<file path="config.mk">
export PLATFORM = sky130hd
export DESIGN_NAME = sbdc_div
export DESIGN_NICKNAME = d
export VERILOG_FILES = /design/src/hdl/sbdc_pkg.sv /design/src/hdl/sbdc_div.sv
export SDC_FILE = /design/constraint.sdc
export NUM_CORES = 1
export LEC_CHECK = 0
export BUFFER_PORTS_ARGS = -buffer_cell sky130_fd_sc_hd__clkbuf_2
export CAP_MARGIN = 20
export CELL_PAD_IN_SITES_DETAIL_PLACEMENT = 1
export CELL_PAD_IN_SITES_GLOBAL_PLACEMENT = 2
export CORE_ASPECT_RATIO = 0.9
export CORE_MARGIN = 1.5
export CORE_UTILIZATION = 44
export CTS_CLUSTER_DIAMETER = 50
export DETAILED_ROUTE_END_ITERATION = 6
export PLACE_DENSITY_LB_ADDON = 0.08
export SYNTH_ARGS = -nofsm -noshare
export SYNTH_HDL_FRONTEND = slang
export SYNTH_SLANG_ARGS = --single-unit
</file>
<file path="constraint.sdc">
create_clock -name clk -period 7.62 [get_ports clk]
set_clock_uncertainty 0.1 [all_clocks]
set_input_delay 1.524 -clock clk [delete_from_list [all_inputs] [get_ports clk]]
set_output_delay 1.524 -clock clk [all_outputs]
set_load 0.02 [all_outputs]
</file>
<file path="src/hdl/sbdc_pkg.sv">
// Shared constants, types and the log2 interpolation table for the spectrum
// bin colour index pipeline. No dependencies.

package sbdc_pkg;

  localparam int PALETTE_SIZE_DEF  = 256;
  localparam int LOG_FRAC_BITS_DEF = 8;

  // Configuration port shape
  localparam int CFG_INDEX_W = 2;
  localparam int CFG_DATA_W  = 7;

  typedef enum logic [CFG_INDEX_W-1:0] {
    CFG_FFT_SIZE_LOG2   = 2'd0,
    CFG_INPUT_FRAC_BITS = 2'd1,
    CFG_FLOOR_DB        = 2'd2
  } cfg_index_t;

  localparam logic [4:0] FFT_SIZE_LOG2_RST   = 5'd10;
  localparam logic [4:0] INPUT_FRAC_BITS_RST = 5'd15;
  localparam logic [6:0] FLOOR_DB_RST        = 7'd60;

  // round(65536 * 10*log10(2))
  localparam int DB_PER_LOG2_Q16 = 197283;

  // Valid bit plus a flag that forces the index to zero
  typedef struct packed {
    logic vld;
    logic zero;
  } sbdc_ctl_t;

  // round(65536*log2(1+i/16)), i = 0..16
  function automatic logic [16:0] log2_tab(input logic [4:0] i);
    logic [16:0] v;
    case (i)
      5'd0:    v = 17'd0;
      5'd1:    v = 17'd5732;
      5'd2:    v = 17'd11136;
      5'd3:    v = 17'd16248;
      5'd4:    v = 17'd21098;
      5'd5:    v = 17'd25711;
      5'd6:    v = 17'd30109;
      5'd7:    v = 17'd34312;
      5'd8:    v = 17'd38336;
      5'd9:    v = 17'd42196;
      5'd10:   v = 17'd45904;
      5'd11:   v = 17'd49472;
      5'd12:   v = 17'd52911;
      5'd13:   v = 17'd56229;
      5'd14:   v = 17'd59434;
      5'd15:   v = 17'd62534;
      5'd16:   v = 17'd65536;
      default: v = 17'd0;
    endcase
    return v;
  endfunction

endpackage

</file>
<file path="src/hdl/sbdc_div.sv">
// Restoring divide of the scaled level by the floor, one quotient bit per
// stage, with saturation to the top index. Depends on sbdc_pkg.

module sbdc_div
  import sbdc_pkg::*;
#(
  parameter int PALETTE_SIZE = PALETTE_SIZE_DEF
) (
  input  logic                                clk,
  input  logic                                rst_n,
  input  sbdc_ctl_t                           in_ctl,
  output logic                                in_ready,
  input  logic [$clog2(PALETTE_SIZE)+8:0]     q,
  input  logic [6:0]                          floor_lvl,
  output logic                                out_valid,
  input  logic                                out_ready,
  output logic [$clog2(PALETTE_SIZE)-1:0]     index
);

  localparam int CW = $clog2(PALETTE_SIZE);
  localparam int QW = CW + 9;
  localparam int LW = CW + 7;
  localparam logic [CW-1:0] IDX_MAX = CW'(PALETTE_SIZE - 1);

  logic [LW-1:0] lim;

  logic          v_in   [CW];
  logic          z_in   [CW];
  logic          s_in   [CW];
  logic [QW-1:0] rem_in [CW];
  logic [CW-1:0] quo_in [CW];
  logic          en     [CW];

  logic          v_r    [CW];
  logic          z_r    [CW];
  logic          s_r    [CW];
  logic [QW-1:0] rem_r  [CW];
  logic [CW-1:0] quo_r  [CW];

  // quotient reaches the top index exactly when q >= floor*(size-1)
  assign lim = LW'(floor_lvl) * LW'(PALETTE_SIZE - 1);

  for (genvar j = 0; j < CW; j++) begin : g_stage
    localparam int B = CW - 1 - j;

    logic [QW-1:0] dvs;
    logic          ge;
    logic [QW-1:0] rem_nxt;
    logic [CW-1:0] quo_nxt;

    if (j == 0) begin : g_first
      assign v_in[j]   = in_ctl.vld;
      assign z_in[j]   = in_ctl.zero;
      assign s_in[j]   = (q >= QW'(lim));
      assign rem_in[j] = q;
      assign quo_in[j] = '0;
    end else begin : g_next
      assign v_in[j]   = v_r[j-1];
      assign z_in[j]   = z_r[j-1];
      assign s_in[j]   = s_r[j-1];
      assign rem_in[j] = rem_r[j-1];
      assign quo_in[j] = quo_r[j-1];
    end

    if (j == CW - 1) begin : g_last
      assign en[j] = !v_r[j] || out_ready;
    end else begin : g_mid
      assign en[j] = !v_r[j] || en[j+1];
    end

    assign dvs     = QW'(floor_lvl) << B;
    assign ge      = (rem_in[j] >= dvs);
    assign rem_nxt = ge ? (rem_in[j] - dvs) : rem_in[j];
    assign quo_nxt = quo_in[j] | (CW'(ge) << B);

    always_ff @(posedge clk) begin
      if (!rst_n) begin
        v_r[j] <= 1'b0;
      end else if (en[j]) begin
        v_r[j] <= v_in[j];
      end
    end

    always_ff @(posedge clk) begin
      if (en[j] && v_in[j]) begin
        z_r[j]   <= z_in[j];
        s_r[j]   <= s_in[j];
        rem_r[j] <= rem_nxt;
        quo_r[j] <= quo_nxt;
      end
    end
  end

  assign in_ready  = en[0];
  assign out_valid = v_r[CW-1];
  assign index     = z_r[CW-1] ? '0 : (s_r[CW-1] ? IDX_MAX : quo_r[CW-1]);

endmodule

</file>
[Word level (Yosys, flattened, before mapping)]
Memories as Yosys holds them, arrays and structs flattened.
Cells that the tools add are included.
Widths: inputs -> output; s select.
Operators by class
  reductions and logical operators: 24
  add/sub/neg operators: 8
  multipliers: 1
  mux-type cells: 59
  $lt $le $gt $ge: 9
  bitwise gates (word level): 15
Operators with widths (number)
  $mux 17: 8
  $mux 1: 49
  $ge 17x10->1: 1
  $ge 17x11->1: 1
  $ge 17x12->1: 1
  $ge 17x13->1: 1
  $ge 17x14->1: 1
  $ge 17x15->1: 1
  $ge 17x7->1: 1
  $ge 17x8->1: 1
  $ge 17x9->1: 1
  $sub 17x10->17: 1
  $sub 17x11->17: 1
  $sub 17x12->17: 1
  $sub 17x13->17: 1
  $sub 17x14->17: 1
  $sub 17x7->17: 1
  $sub 17x8->17: 1
  $sub 17x9->17: 1
  $mux 8: 2
  $mul 7x8->15 const B: 1
  $logic_and 1x1->1: 8
  $logic_not 1->1: 8
  $logic_or 1x1->1: 8
  other kinds (8): 15
Storage, ports and cells
  register bits: 0
  bits in writable memories: 224
  memories kept: 5
  bits of input ports: 29
  logic and storage cells: 121
Memories
  rem_r: depth 8, width 17, rd ports 7, clocked after Yosys merged registers in 0, write ports 8, RTL line sbdc_div.sv:37  | logic [QW-1:0] rem_r [CW];
  quo_r: depth 8, width 8, rd ports 8, clocked after Yosys merged registers in 0, write ports 8, RTL line sbdc_div.sv:38  | logic [CW-1:0] quo_r [CW];
  s_r: depth 8, width 1, rd ports 8, clocked after Yosys merged registers in 0, write ports 8, RTL line sbdc_div.sv:36  | logic s_r [CW];
  v_r: depth 8, width 1, rd ports 8, clocked after Yosys merged registers in 0, write ports 8, RTL line sbdc_div.sv:34  | logic v_r [CW];
  z_r: depth 8, width 1, rd ports 8, clocked after Yosys merged registers in 0, write ports 8, RTL line sbdc_div.sv:35  | logic z_r [CW];

[Depth between registers and ports, before layout]
Gate-level depths: netlist of the first run.
An unclocked memory read counts as a cell.
  depth after elaboration: 14
  gate-level depth with buffers: 19
  gate-level depth less buffers: 19

[Least setup slack after synthesis of the first run]
Ideal clock, no wire load.
  kind: input -> register
  start point: input floor_lvl[1]
  end point: memory s_r[0][0], data pin
  buffers on the path: 0
  setup slack: 1.438 ns
  required time: 7.253 ns
  arrival: 5.815 ns
  cell stages on the path: 19
  library setup time: 0.267 ns
  path through: fa_1 -> inv_1 -> fa_1 -> inv_1 -> fa_1 -> inv_1 -> fa_1 -> inv_1 -> ha_1 -> nand2_1 -> a21bo_2 -> nand3_1 -> and2_1 -> xnor2_1 -> ha_1 -> a21o_1 -> a21o_1 -> a211oi_1 -> o211ai_1
RTL lines
  from (decl): RTL line sbdc_div.sv:14  | input logic [6:0] floor_lvl,
  to (decl): RTL line sbdc_div.sv:36

==> results of run 1 <==
==> final cells by class <==
type                       instances  share of cell area (%)
multi-input combinational        707                    44.7
sequential                       179                    42.8
tap                              342                    3.42
clock buffer                      17                    3.40
inverter                          71                    2.13
timing repair buffer              48                    2.08
clock inverter                    15                    1.48
==> critical path, stage by stage <==
cell                       delay, ns
sky130_fd_sc_hd__clkbuf_2       0.13
sky130_fd_sc_hd__fa_1           0.73
sky130_fd_sc_hd__inv_1          0.12
sky130_fd_sc_hd__fa_1           0.54
sky130_fd_sc_hd__inv_1          0.05
sky130_fd_sc_hd__fa_1           0.49
sky130_fd_sc_hd__inv_1          0.05
sky130_fd_sc_hd__fa_1           0.50
sky130_fd_sc_hd__inv_1          0.04
sky130_fd_sc_hd__ha_1           0.35
sky130_fd_sc_hd__nand2_1        0.12
sky130_fd_sc_hd__a21bo_2        0.23
sky130_fd_sc_hd__nand3_1        0.14
sky130_fd_sc_hd__and2_1         0.21
sky130_fd_sc_hd__xnor2_1        0.14
sky130_fd_sc_hd__ha_1           0.27
sky130_fd_sc_hd__a21o_1         0.16
sky130_fd_sc_hd__a21o_1         0.17
sky130_fd_sc_hd__a211oi_1       0.23
sky130_fd_sc_hd__o211ai_1       0.12
==> routing by layer <==
metal	vias to the layer above	share of wire, %	GRT usage (%)
met4	0	0.93	4.64
met1	3729	51	28.8
met2	75	47	32.9
met5	-	0	0
met3	18	2.0	2.92
li1	3800	-	-
==> placed cells by master, fill, tap and decap left out, types with 8 or more instances in the layout <==
cell                          n
sky130_fd_sc_hd__edfxtp_1   178
sky130_fd_sc_hd__ha_1       105
sky130_fd_sc_hd__nor2_1      78
sky130_fd_sc_hd__inv_1       71
sky130_fd_sc_hd__clkbuf_2    39
sky130_fd_sc_hd__o21ai_0     38
sky130_fd_sc_hd__a21oi_1     33
sky130_fd_sc_hd__nor3_1      31
sky130_fd_sc_hd__xor2_1      31
sky130_fd_sc_hd__o21a_1      28
sky130_fd_sc_hd__nand2_1     26
sky130_fd_sc_hd__nand3_1     25
sky130_fd_sc_hd__xnor2_1     25
sky130_fd_sc_hd__fa_1        24
sky130_fd_sc_hd__nor4_1      18
sky130_fd_sc_hd__clkbuf_16   17
sky130_fd_sc_hd__nor2b_1     15
sky130_fd_sc_hd__a211oi_1    14
sky130_fd_sc_hd__mux2_2      14
sky130_fd_sc_hd__mux2i_1     14
sky130_fd_sc_hd__nand2b_1    12
sky130_fd_sc_hd__and3_1      12
sky130_fd_sc_hd__o31ai_1     12
sky130_fd_sc_hd__a21o_1      12
sky130_fd_sc_hd__o31a_1      11
sky130_fd_sc_hd__o211ai_1    11
sky130_fd_sc_hd__or3_1       11
sky130_fd_sc_hd__nand4_1      9
sky130_fd_sc_hd__and2_1       9
sky130_fd_sc_hd__buf_4        8
==> logic make-up (layout without fill, tap and decap cells) <==
logic type,after synthesis,in the layout
flip-flops,179,179
XOR/XNOR,56,56
adder cells (fa/ha/maj),129,129
buffers and inverters,79,151
multiplexers,28,28
AO/OA/AOI/OAI,209,209
AND/OR/NAND/NOR,285,285
==> flip-flops by register name, indices dropped and copies added, names as in the netlist <==
signal and cells:
v_r 8, rem_r 119, s_r 8, z_r 8
quo_r 36
==> power groups by stage <==
| stage | logic [mW] | registers [mW] | clock network (mW) |
|---|---|---|---|
| floorplan | 0.814 | 1.16 | 0 |
| global placement | 1.03 | 1.17 | 0 |
| detailed placement | 1.05 | 1.17 | 0 |
| CTS | 1.06 | 1.15 | 0.906 |
| global route | 1.20 | 1.15 | 0.940 |
| finish | 1.04 | 1.15 | 0.883 |
==> through the flow <==
stage	utilization (%)	power, mW
2_1_floorplan	-	1.97
3_3_place_gp	47.4	2.20
3_5_place_dp	47.4	2.22
4_1_cts	49.8	3.11
5_1_grt	49.9	3.29
6_report	49.9	3.07
==> final timing paths <==
path | slack (ns) | from | to | cells past startpoint
worst max-delay path | 1.39 | floor_lvl[1] | s_r[0][0] | 20
worst min-delay path | 0.32 | z_r[1][0] | z_r[1][1] | 0
worst max register to register | 4.50 | rem_r[5][12] | rem_r[6][14] | 5
worst min register to register | 0.32 | z_r[1][0] | z_r[1][1] | 0
==> flow_results.xml, run 1 <==
<?xml version="1.0" encoding="UTF-8"?>
<metrics>
  <group name="synthesis">
    <metric name="synth-compound-area-share" unit="%">13.0</metric>
    <metric name="synth.cells.most_frequent" unit="">sky130_fd_sc_hd__edfxtp_1, sky130_fd_sc_hd__ha_1, sky130_fd_sc_hd__nor2_1, sky130_fd_sc_hd__inv_1, sky130_fd_sc_hd__o21ai_0</metric>
    <metric name="synth_adder_area_share" unit="%">15.9</metric>
    <metric name="synth-edff-count" unit="">178</metric>
    <metric name="post_synth_xor_area_fraction" unit="%">4.36</metric>
    <metric name="dominant_combinational_cell_family_by_area_after_synthesis" unit="">adder cells</metric>
    <metric name="synth_nets" unit="">1123</metric>
    <metric name="syn_std_cell_area" unit="mm^2">0.0113</metric>
    <metric name="postSynth.topFlopCell" unit="">sky130_fd_sc_hd__edfxtp_1</metric>
    <metric name="ys.warnings.count" unit="">0</metric>
    <metric name="synthDominantAreaCellType" unit="">sky130_fd_sc_hd__edfxtp_1</metric>
    <metric name="synth.top_cell.area_share" unit="%">47.5</metric>
    <metric name="synth_area_per_cell" unit="um^2">11.7</metric>
    <metric name="synthSimpleGateAreaFrac" unit="%">13.7</metric>
    <metric name="cell_with_the_most_instances_after_synthesis" unit="">sky130_fd_sc_hd__edfxtp_1</metric>
    <metric name="async_reset_ff_share" unit="%">0</metric>
    <metric name="yosysSeqAreaShare" unit="%">47.7</metric>
    <metric name="yosys.cell_types.count" unit="">69</metric>
    <metric name="synth.top_cells.by_area" unit="">sky130_fd_sc_hd__edfxtp_1, sky130_fd_sc_hd__ha_1, sky130_fd_sc_hd__fa_1, sky130_fd_sc_hd__nor2_1, sky130_fd_sc_hd__xor2_1</metric>
    <metric name="synth.ff_latch_count" unit="">179</metric>
    <metric name="postSynthCellCount" unit="">965</metric>
    <metric name="synth_mux_area_share" unit="%">2.65</metric>
  </group>
  <group name="placed_design">
    <metric name="worst_slack_placed" unit="ns">0.919</metric>
    <metric name="detailed_place_hpwl" unit="mm">20.0</metric>
    <metric name="place_area" unit="mm^2">0.0119</metric>
    <metric name="numPortBuffers" unit="">38</metric>
    <metric name="place_congestion" unit="">0.785</metric>
    <metric name="numPlacedInstances" unit="">1345</metric>
  </group>
  <group name="flow_run">
    <metric name="max-cap-violations" unit="">0</metric>
  </group>
  <group name="power_and_ir_drop">
    <metric name="power_switching_share" unit="%">33.5</metric>
    <metric name="vdd.ir_drop.worst" unit="V">0.000205</metric>
    <metric name="power_density" unit="mW/mm^2">245</metric>
    <metric name="power.leakage" unit="nW">4.75</metric>
    <metric name="power.share.clock" unit="%">28.8</metric>
    <metric name="power.combinational.fraction" unit="%">33.9</metric>
    <metric name="pwr-share-seq" unit="%">37.3</metric>
    <metric name="internal-power" unit="mW">2.04</metric>
    <metric name="power.switching" unit="mW">1.03</metric>
  </group>
  <group name="detailed_routing">
    <metric name="drt_iter0_drc" unit="">310</metric>
    <metric name="via_per_inst" unit="">5.53</metric>
    <metric name="drt_pass1_iterations" unit="">4</metric>
    <metric name="ant_nets" unit="">0</metric>
    <metric name="detailroute.via_count" unit="">7622</metric>
    <metric name="detail_route.drc_violations" unit="">0</metric>
    <metric name="finalWirelength" unit="mm">25.7</metric>
    <metric name="route.detailed.wl_per_inst" unit="um">18.6</metric>
  </group>
  <group name="critical_path">
    <metric name="startpoint_class" unit="">input port</metric>
    <metric name="critical_path_arrival" unit="ns">6.31</metric>
    <metric name="cp.required" unit="ns">7.70</metric>
    <metric name="critPathCaptureType" unit="">flip-flop</metric>
    <metric name="crit_fanout" unit="">6</metric>
    <metric name="criticalPathCategory" unit="">input port to flip-flop</metric>
  </group>
  <group name="clocking">
    <metric name="clkSlewWorstSetupHoldPaths" unit="ns">0.08</metric>
    <metric name="tritoncts" unit="">yes</metric>
    <metric name="clockBufferDepth" unit="">2</metric>
    <metric name="hold_buffers" unit="">0</metric>
    <metric name="clock-sinks" unit="">179</metric>
    <metric name="h-tree-depth" unit="">4</metric>
    <metric name="tritoncts.num_buffers" unit="">17</metric>
    <metric name="worstSkewPairLatency" unit="ns">0.44</metric>
    <metric name="post_cts.resized_instances" unit="">0</metric>
    <metric name="number_of_buffers_inserted_by_post_cts_setup_repair" unit="">0</metric>
    <metric name="cts_root_buf" unit="">sky130_fd_sc_hd__clkbuf_16</metric>
  </group>
  <group name="floorplan">
    <metric name="core_region_area" unit="mm^2">0.0251</metric>
    <metric name="die_w" unit="um">172</metric>
    <metric name="pin_count" unit="">39</metric>
    <metric name="dieArea" unit="mm^2">0.0265</metric>
    <metric name="placement_rows" unit="">55</metric>
    <metric name="die_h" unit="um">155</metric>
    <metric name="initial_core_util" unit="%">44.8</metric>
  </group>
  <group name="timing">
    <metric name="final.period_utilization" unit="%">81.7</metric>
    <metric name="worst_slew_pin_slew" unit="ns">1.04</metric>
    <metric name="report.final.hold_viol_count" unit="">0</metric>
    <metric name="final.setup.tns" unit="ns">0</metric>
    <metric name="final.hold.worst_slack" unit="ns">0.320</metric>
    <metric name="postLayoutSetupSlackWorst" unit="ns">1.39</metric>
    <metric name="achievable-frequency" unit="MHz">161</metric>
    <metric name="finalSetupViolations" unit="">0</metric>
    <metric name="rsz0062_at_grt" unit="">false</metric>
    <metric name="timing.final.crit_period" unit="ns">6.23</metric>
    <metric name="finalMaxSlewViolations" unit="">0</metric>
    <metric name="timing.slew.headroom" unit="%">30.7</metric>
  </group>
  <group name="layout">
    <metric name="number_of_fill_cells" unit="">2681</metric>
    <metric name="multi_input_area" unit="mm^2">0.00560</metric>
    <metric name="layout-drive-gt1-share" unit="%">11.7</metric>
    <metric name="flow.area_growth_from_synthesis" unit="%">11.3</metric>
    <metric name="fin_cells" unit="">1379</metric>
    <metric name="antenna-diode-count" unit="">0</metric>
    <metric name="fin_nets" unit="">1182</metric>
    <metric name="final_design_area_no_fill" unit="mm^2">0.0125</metric>
    <metric name="sequential_cell_area" unit="mm^2">0.00537</metric>
  </group>
  <group name="grt">
    <metric name="grt.total_usage" unit="%">20.3</metric>
    <metric name="grt_max_degree" unit="">27</metric>
    <metric name="grt_antenna_before_repair" unit="">0</metric>
    <metric name="grt.overflow.total" unit="">0</metric>
    <metric name="first_global_vias" unit="">7673</metric>
    <metric name="grt_pass1_wl" unit="mm">41.3</metric>
  </group>
  <group name="run_status">
    <metric name="run_status" unit="">completed</metric>
  </group>
  <group name="min_path">
    <metric name="hold_path_class" unit="">flip-flop to flip-flop</metric>
  </group>
</metrics>
Note: power is estimated with default switching activity, not from simulation.
==> run 2, diff against run 1 <==
- clock period: 7.62 -> 6 ns (I/O delays scaled with it)
==> flow_results.xml, run 2 (same netlist as run 1, synthesis figures left out) <==
<?xml version="1.0" encoding="UTF-8"?>
<metrics>
  <group name="min_path">
    <metric name="hold_path_class" unit="">flip-flop to flip-flop</metric>
  </group>
  <group name="timing">
    <metric name="postLayoutSetupSlackWorst" unit="ns">0.397</metric>
    <metric name="achievable-frequency" unit="MHz">178</metric>
    <metric name="final.period_utilization" unit="%">93.4</metric>
    <metric name="rsz0062_at_grt" unit="">false</metric>
    <metric name="finalSetupViolations" unit="">0</metric>
    <metric name="report.final.hold_viol_count" unit="">0</metric>
    <metric name="timing.slew.headroom" unit="%">30.9</metric>
    <metric name="finalMaxSlewViolations" unit="">0</metric>
    <metric name="worst_slew_pin_slew" unit="ns">1.01</metric>
    <metric name="timing.final.crit_period" unit="ns">5.60</metric>
    <metric name="final.hold.worst_slack" unit="ns">0.317</metric>
  </group>
  <group name="layout">
    <metric name="mostFrequentLayoutCells" unit="">sky130_fd_sc_hd__edfxtp_1, sky130_fd_sc_hd__ha_1, sky130_fd_sc_hd__nor2_1</metric>
    <metric name="fin_nets" unit="">1197</metric>
    <metric name="regMostFlops" unit="">rem_r</metric>
    <metric name="biggestRegsByFlops" unit="">rem_r: 119 flops, quo_r: 36 flops</metric>
    <metric name="max_ffs_per_register" unit="">119</metric>
    <metric name="layout_commonest_cell" unit="">sky130_fd_sc_hd__edfxtp_1</metric>
    <metric name="final_design_area_no_fill" unit="mm^2">0.0126</metric>
    <metric name="flow.area_growth_from_synthesis" unit="%">12.2</metric>
    <metric name="antenna-diode-count" unit="">0</metric>
    <metric name="fin_cells" unit="">1394</metric>
    <metric name="layout-drive-gt1-share" unit="%">12.8</metric>
  </group>
  <group name="run_status">
    <metric name="run_status" unit="">completed</metric>
  </group>
  <group name="critical_path">
    <metric name="crit_fanout" unit="">5</metric>
    <metric name="worstPathCellList" unit="">clkbuf_2 -&gt; fa_1 -&gt; inv_1 -&gt; fa_1 -&gt; inv_1 -&gt; fa_1 -&gt; inv_1 -&gt; fa_1 -&gt; inv_1 -&gt; ha_1 -&gt; nand2_1 -&gt; a21bo_2 -&gt; nand3_1 -&gt; and2_1 -&gt; xnor2_1 -&gt; ha_1 -&gt; a21o_1 -&gt; a21o_1 -&gt; a211oi_1 -&gt; o211ai_1</metric>
    <metric name="startpoint_class" unit="">input port</metric>
    <metric name="critical_path.max_stage_delay" unit="ns">0.56</metric>
    <metric name="criticalPathCategory" unit="">input port to flip-flop</metric>
    <metric name="critical_path_arrival" unit="ns">5.69</metric>
    <metric name="critPathCaptureType" unit="">flip-flop</metric>
    <metric name="cp.required" unit="ns">6.09</metric>
    <metric name="worst_path_max_delay_cell" unit="">sky130_fd_sc_hd__fa_1</metric>
  </group>
  <group name="detailed_routing">
    <metric name="finalWirelength" unit="mm">26.0</metric>
    <metric name="route.detailed.wl_per_inst" unit="um">18.7</metric>
    <metric name="drt_iter0_drc" unit="">450</metric>
    <metric name="via_per_inst" unit="">5.56</metric>
    <metric name="detailroute.via_count" unit="">7747</metric>
    <metric name="ant_nets" unit="">0</metric>
    <metric name="drt_pass1_iterations" unit="">6</metric>
    <metric name="detail_route.drc_violations" unit="">0</metric>
  </group>
  <group name="power_and_ir_drop">
    <metric name="vdd.ir_drop.worst" unit="V">0.000375</metric>
    <metric name="internal-power" unit="mW">2.66</metric>
    <metric name="post-layout-total-power" unit="mW">3.96</metric>
    <metric name="power_switching_share" unit="%">32.8</metric>
    <metric name="power.switching" unit="mW">1.30</metric>
    <metric name="power.leakage" unit="nW">4.84</metric>
    <metric name="pwr-share-seq" unit="%">36.8</metric>
    <metric name="power.combinational.fraction" unit="%">35.1</metric>
    <metric name="power.share.clock" unit="%">28.2</metric>
    <metric name="power_density" unit="mW/mm^2">314</metric>
  </group>
  <group name="floorplan">
    <metric name="pin_count" unit="">39</metric>
    <metric name="dieArea" unit="mm^2">0.0265</metric>
    <metric name="placement_rows" unit="">55</metric>
    <metric name="core_region_area" unit="mm^2">0.0251</metric>
    <metric name="die_w" unit="um">172</metric>
    <metric name="die_h" unit="um">155</metric>
    <metric name="initial_core_util" unit="%">44.8</metric>
  </group>
  <group name="placed_design">
    <metric name="numPortBuffers" unit="">38</metric>
    <metric name="detailed_place_hpwl" unit="mm">20.3</metric>
    <metric name="worst_slack_placed" unit="ns">-0.0877</metric>
    <metric name="place_area" unit="mm^2">0.0120</metric>
    <metric name="place_congestion" unit="">0.815</metric>
    <metric name="numPlacedInstances" unit="">1361</metric>
  </group>
  <group name="clocking">
    <metric name="number_of_buffers_inserted_by_post_cts_setup_repair" unit="">0</metric>
    <metric name="post_cts.resized_instances" unit="">0</metric>
    <metric name="tritoncts" unit="">yes</metric>
    <metric name="h-tree-depth" unit="">4</metric>
    <metric name="clock-sinks" unit="">179</metric>
    <metric name="tritoncts.num_buffers" unit="">17</metric>
    <metric name="cts_root_buf" unit="">sky130_fd_sc_hd__clkbuf_16</metric>
    <metric name="clkSlewWorstSetupHoldPaths" unit="ns">0.07</metric>
    <metric name="hold_buffers" unit="">0</metric>
    <metric name="clockBufferDepth" unit="">2</metric>
    <metric name="worstSkewPairLatency" unit="ns">0.44</metric>
  </group>
  <group name="grt">
    <metric name="grt_pass1_wl" unit="mm">42.7</metric>
    <metric name="grt_antenna_before_repair" unit="">0</metric>
    <metric name="grt.total_usage" unit="%">21.0</metric>
    <metric name="grt.overflow.total" unit="">0</metric>
    <metric name="grt_max_degree" unit="">27</metric>
    <metric name="first_global_vias" unit="">7965</metric>
  </group>
  <group name="flow_run">
    <metric name="max-cap-violations" unit="">0</metric>
  </group>
</metrics>
## run 2: cell count changes in the layout (fill, tap and decap cells not counted), sizes merged
cell,delta
dlymetal6s2s,+1
buf,+15
clkbuf,-1
bufinv,+1
inv,+3
clkinv,-4
## run 2: per-stage QoR
| stage | setup TNS (ns) | utilization [%] |
|---|---|---|
| CTS | 0 | 50.2 |
| floorplan | 0 | - |
| detailed placement | -0.0877 | 47.9 |
| global placement | -0.0413 | 47.9 |
| finish | 0 | 50.3 |
| global route | 0 | 50.3 |
## run 2: power groups by stage
| stage | sequential [mW] | clock, mW | combinational, mW |
|---|---|---|---|
| final | 1.46 | 1.12 | 1.39 |
| after global placement | 1.48 | 0 | 1.36 |
| after floorplan | 1.47 | 0 | 1.03 |
| after global routing | 1.46 | 1.20 | 1.59 |
| after detailed placement | 1.48 | 0 | 1.39 |
| after CTS | 1.46 | 1.14 | 1.40 |
## run 2: worst max-delay path, delay by kind of cell
kind                       cells  cell delay, ns
buffers and inverters          5            0.35
AOI/OAI and AO/OA              5            0.91
adders and majority gates      6            2.71
and+or+nand+nor                3            0.40
xor gates and xnor gates       1            0.13
## run 2: routing by layer
| metal | wire [um] | track usage [%] |
|---|---|---|
| met1 | 12800 | 29.1 |
| met2 | 12300 | 34.5 |
| met3 | 620 | 3.53 |
| met4 | 264 | 4.68 |
| met5 | 0 | 0 |
## run 2: cell type report
| type | instances | area [um^2] |
|---|---|---|
| Sequential cell | 179 | 5370 |
| Multi-Input combinational cell | 707 | 5600 |
| Clock buffer | 17 | 425 |
| Tap cell | 342 | 428 |
| Inverter | 71 | 267 |
| Fill cell | 2666 | 12500 |
| Clock inverter | 15 | 160 |
| Timing Repair Buffer | 63 | 383 |
## run 2: worst paths after layout
path                 from            to  slack (ns)  cells after the start
max          floor_lvl[1]     s_r[0][0]        0.40                     20
min           quo_r[1][3]  quo_r[1][11]        0.32                      0
max reg2reg  rem_r[5][12]  rem_r[6][12]        2.98                      5
min reg2reg   quo_r[1][3]  quo_r[1][11]        0.32                      0
==> run 3, diff against run 2 <==
- BUFFER_PORTS_ARGS: -buffer_cell sky130_fd_sc_hd__clkbuf_2 -> not set
- CORE_UTILIZATION: 44 -> 45
- DONT_BUFFER_PORTS: not set -> 1
- REMOVE_ABC_BUFFERS: not set -> 1
==> flow_results.xml, run 3 (same netlist as run 1, synthesis figures left out) <==
<?xml version="1.0" encoding="UTF-8"?>
<metrics>
  <group name="timing">
    <metric name="worst_slew_pin_slew" unit="ns">1.14</metric>
    <metric name="timing.final.crit_period" unit="ns">5.56</metric>
    <metric name="report.final.hold_viol_count" unit="">0</metric>
    <metric name="achievable-frequency" unit="MHz">180</metric>
    <metric name="rsz0062_at_grt" unit="">false</metric>
    <metric name="postLayoutSetupSlackWorst" unit="ns">0.443</metric>
    <metric name="timing.slew.headroom" unit="%">22.3</metric>
    <metric name="finalSetupViolations" unit="">0</metric>
    <metric name="final.period_utilization" unit="%">92.6</metric>
    <metric name="finalMaxSlewViolations" unit="">0</metric>
  </group>
  <group name="floorplan">
    <metric name="dieArea" unit="mm^2">0.0260</metric>
    <metric name="placement_rows" unit="">54</metric>
    <metric name="die_h" unit="um">153</metric>
    <metric name="die_w" unit="um">170</metric>
    <metric name="core_region_area" unit="mm^2">0.0244</metric>
    <metric name="initial_core_util" unit="%">46.1</metric>
    <metric name="pin_count" unit="">39</metric>
  </group>
  <group name="power_and_ir_drop">
    <metric name="internal-power" unit="mW">2.73</metric>
    <metric name="power_switching_share" unit="%">31.4</metric>
    <metric name="pwr-share-seq" unit="%">36.6</metric>
    <metric name="power.combinational.fraction" unit="%">32.9</metric>
    <metric name="vdd.ir_drop.worst" unit="V">0.000315</metric>
    <metric name="power.switching" unit="mW">1.25</metric>
    <metric name="power.leakage" unit="nW">4.62</metric>
    <metric name="power_density" unit="mW/mm^2">322</metric>
    <metric name="power.share.clock" unit="%">30.6</metric>
    <metric name="post-layout-total-power" unit="mW">3.99</metric>
  </group>
  <group name="detailed_routing">
    <metric name="detailroute.via_count" unit="">7479</metric>
    <metric name="finalWirelength" unit="mm">26.3</metric>
    <metric name="ant_nets" unit="">0</metric>
    <metric name="detail_route.drc_violations" unit="">0</metric>
    <metric name="via_per_inst" unit="">5.59</metric>
    <metric name="drt_pass1_iterations" unit="">4</metric>
    <metric name="drt_iter0_drc" unit="">353</metric>
    <metric name="route.detailed.wl_per_inst" unit="um">19.6</metric>
  </group>
  <group name="clocking">
    <metric name="h-tree-depth" unit="">4</metric>
    <metric name="clock-sinks" unit="">179</metric>
    <metric name="tritoncts.num_buffers" unit="">17</metric>
    <metric name="tritoncts" unit="">yes</metric>
    <metric name="cts_root_buf" unit="">sky130_fd_sc_hd__clkbuf_16</metric>
    <metric name="clockBufferDepth" unit="">2</metric>
    <metric name="post_cts.resized_instances" unit="">0</metric>
    <metric name="number_of_buffers_inserted_by_post_cts_setup_repair" unit="">0</metric>
    <metric name="hold_buffers" unit="">0</metric>
    <metric name="clkSlewWorstSetupHoldPaths" unit="ns">0.07</metric>
    <metric name="worstSkewPairLatency" unit="ns">0.44</metric>
  </group>
  <group name="placed_design">
    <metric name="numPlacedInstances" unit="">1304</metric>
    <metric name="numPortBuffers" unit="">0</metric>
    <metric name="worst_slack_placed" unit="ns">-0.0359</metric>
    <metric name="place_congestion" unit="">0.794</metric>
    <metric name="detailed_place_hpwl" unit="mm">20.4</metric>
  </group>
  <group name="min_path">
    <metric name="hold-path-cell-count" unit="">0</metric>
    <metric name="hold_path_end" unit="">z_r[0][3]</metric>
    <metric name="holdCritStartpoint" unit="">z_r[0][2]</metric>
    <metric name="hold_path_class" unit="">flip-flop to flip-flop</metric>
  </group>
  <group name="critical_path">
    <metric name="cp.required" unit="ns">6.08</metric>
    <metric name="crit_fanout" unit="">11</metric>
    <metric name="startpoint_class" unit="">input port</metric>
    <metric name="worstPathCellList" unit="">fa_1 -&gt; inv_1 -&gt; fa_1 -&gt; inv_1 -&gt; fa_1 -&gt; inv_1 -&gt; fa_1 -&gt; inv_1 -&gt; ha_1 -&gt; nand2_1 -&gt; a21bo_2 -&gt; nand3_1 -&gt; and2_1 -&gt; xnor2_1 -&gt; ha_1 -&gt; a21o_1 -&gt; a21o_1 -&gt; a211oi_1 -&gt; o211ai_1</metric>
    <metric name="criticalPathCategory" unit="">input port to flip-flop</metric>
    <metric name="reg_to_reg_start" unit="">rem_r[5][12]</metric>
    <metric name="rr_endpoint" unit="">rem_r[6][10]</metric>
    <metric name="critical_path.max_stage_delay" unit="ns">0.55</metric>
    <metric name="r2r_cell_count" unit="">5</metric>
    <metric name="critPathCaptureType" unit="">flip-flop</metric>
    <metric name="worst-r2r-setup-slack" unit="ns">2.87</metric>
    <metric name="critical_path_arrival" unit="ns">5.64</metric>
    <metric name="worst_path_max_delay_cell" unit="">sky130_fd_sc_hd__fa_1</metric>
  </group>
  <group name="grt">
    <metric name="grt_antenna_before_repair" unit="">0</metric>
    <metric name="grt.total_usage" unit="%">21.2</metric>
    <metric name="grt_max_degree" unit="">27</metric>
    <metric name="grt.overflow.total" unit="">0</metric>
    <metric name="first_global_vias" unit="">7728</metric>
    <metric name="grt_pass1_wl" unit="mm">42.4</metric>
  </group>
  <group name="layout">
    <metric name="mostFrequentLayoutCells" unit="">sky130_fd_sc_hd__edfxtp_1, sky130_fd_sc_hd__ha_1, sky130_fd_sc_hd__nor2_1</metric>
    <metric name="biggestRegsByFlops" unit="">rem_r: 119 flops, quo_r: 36 flops</metric>
    <metric name="regMostFlops" unit="">rem_r</metric>
    <metric name="layout_commonest_cell" unit="">sky130_fd_sc_hd__edfxtp_1</metric>
    <metric name="number_of_fill_cells" unit="">2577</metric>
    <metric name="max_ffs_per_register" unit="">119</metric>
    <metric name="fin_nets" unit="">1147</metric>
    <metric name="fin_cells" unit="">1338</metric>
    <metric name="layout-drive-gt1-share" unit="%">8.58</metric>
    <metric name="antenna-diode-count" unit="">0</metric>
    <metric name="flow.area_growth_from_synthesis" unit="%">10.2</metric>
  </group>
  <group name="flow_run">
    <metric name="max-cap-violations" unit="">0</metric>
  </group>
  <group name="run_status">
    <metric name="run_status" unit="">completed</metric>
  </group>
</metrics>
-- run 3: changes by cell type in the layout (fill, tap and decap cells not counted), sizes merged --
cell | previous run | this run
dlymetal6s2s | 1 | 0
bufinv | 1 | 4
clkbuf | 55 | 17
inv | 81 | 78
clkinvlp | 1 | 4
clkinv | 3 | 0
buf | 24 | 13
-- run 3: power groups by stage --
stage / Clock (mW) / Sequential, mW / Combinational [mW]
after global placement: 0 / 1.48 / 1.29
after detailed placement: 0 / 1.48 / 1.32
final: 1.22 / 1.46 / 1.31
after floorplan: 0 / 1.47 / 1.03
after global routing: 1.29 / 1.46 / 1.51
after CTS: 1.25 / 1.46 / 1.33
-- run 3: stage by stage --
step           utilization [%]  hold slack (ns)  setup TNS (ns)  instance area, um^2
3_5_place_dp              48.1            0.306         -0.0359                11700
2_1_floorplan                -            0.300               0                11200
4_1_cts                   50.7            0.318               0                12400
6_report                  50.8            0.315               0                12400
3_3_place_gp              48.1            0.301               0                11700
5_1_grt                   50.8            0.325               0                12400
-- run 3: worst max-delay path by stage --
stage                 startpoint   endpoint  slack [ns]  cells past startpoint
floorplan           floor_lvl[1]  s_r[0][0]        0.14                     19
global placement    floor_lvl[1]  s_r[0][0]        0.06                     19
detailed placement  floor_lvl[1]  s_r[0][0]       -0.04                     19
CTS                 floor_lvl[1]  s_r[0][0]        0.43                     19
global route        floor_lvl[1]  s_r[0][0]        0.17                     19
finish              floor_lvl[1]  s_r[0][0]        0.44                     19
-- run 3: area by class of cell --
class | count | area [um^2] | area share [%]
Multi-Input combinational cell | 707 | 5600 | 45.2
Clock buffer | 17 | 425 | 3.43
Inverter | 71 | 267 | 2.15
Sequential cell | 179 | 5370 | 43.3
Clock inverter | 15 | 219 | 1.77
Tap cell | 336 | 420 | 3.39
Timing Repair Buffer | 13 | 103 | 0.828
-- run 3: metal layers --
metal	global-route usage, %	wire length, um
met4	4.68	265
met5	0	0
met3	3.86	704
met1	28.6	12700
met2	35.6	12600
-- run 3: worst max-delay path: cells and delay by family --
kind | cells | cell delay (ns)
fa+ha+maj | 6 | 2.72
buf+inv | 4 | 0.23
xor+xnor | 1 | 0.13
compound gates | 5 | 0.89
simple gates | 3 | 0.45
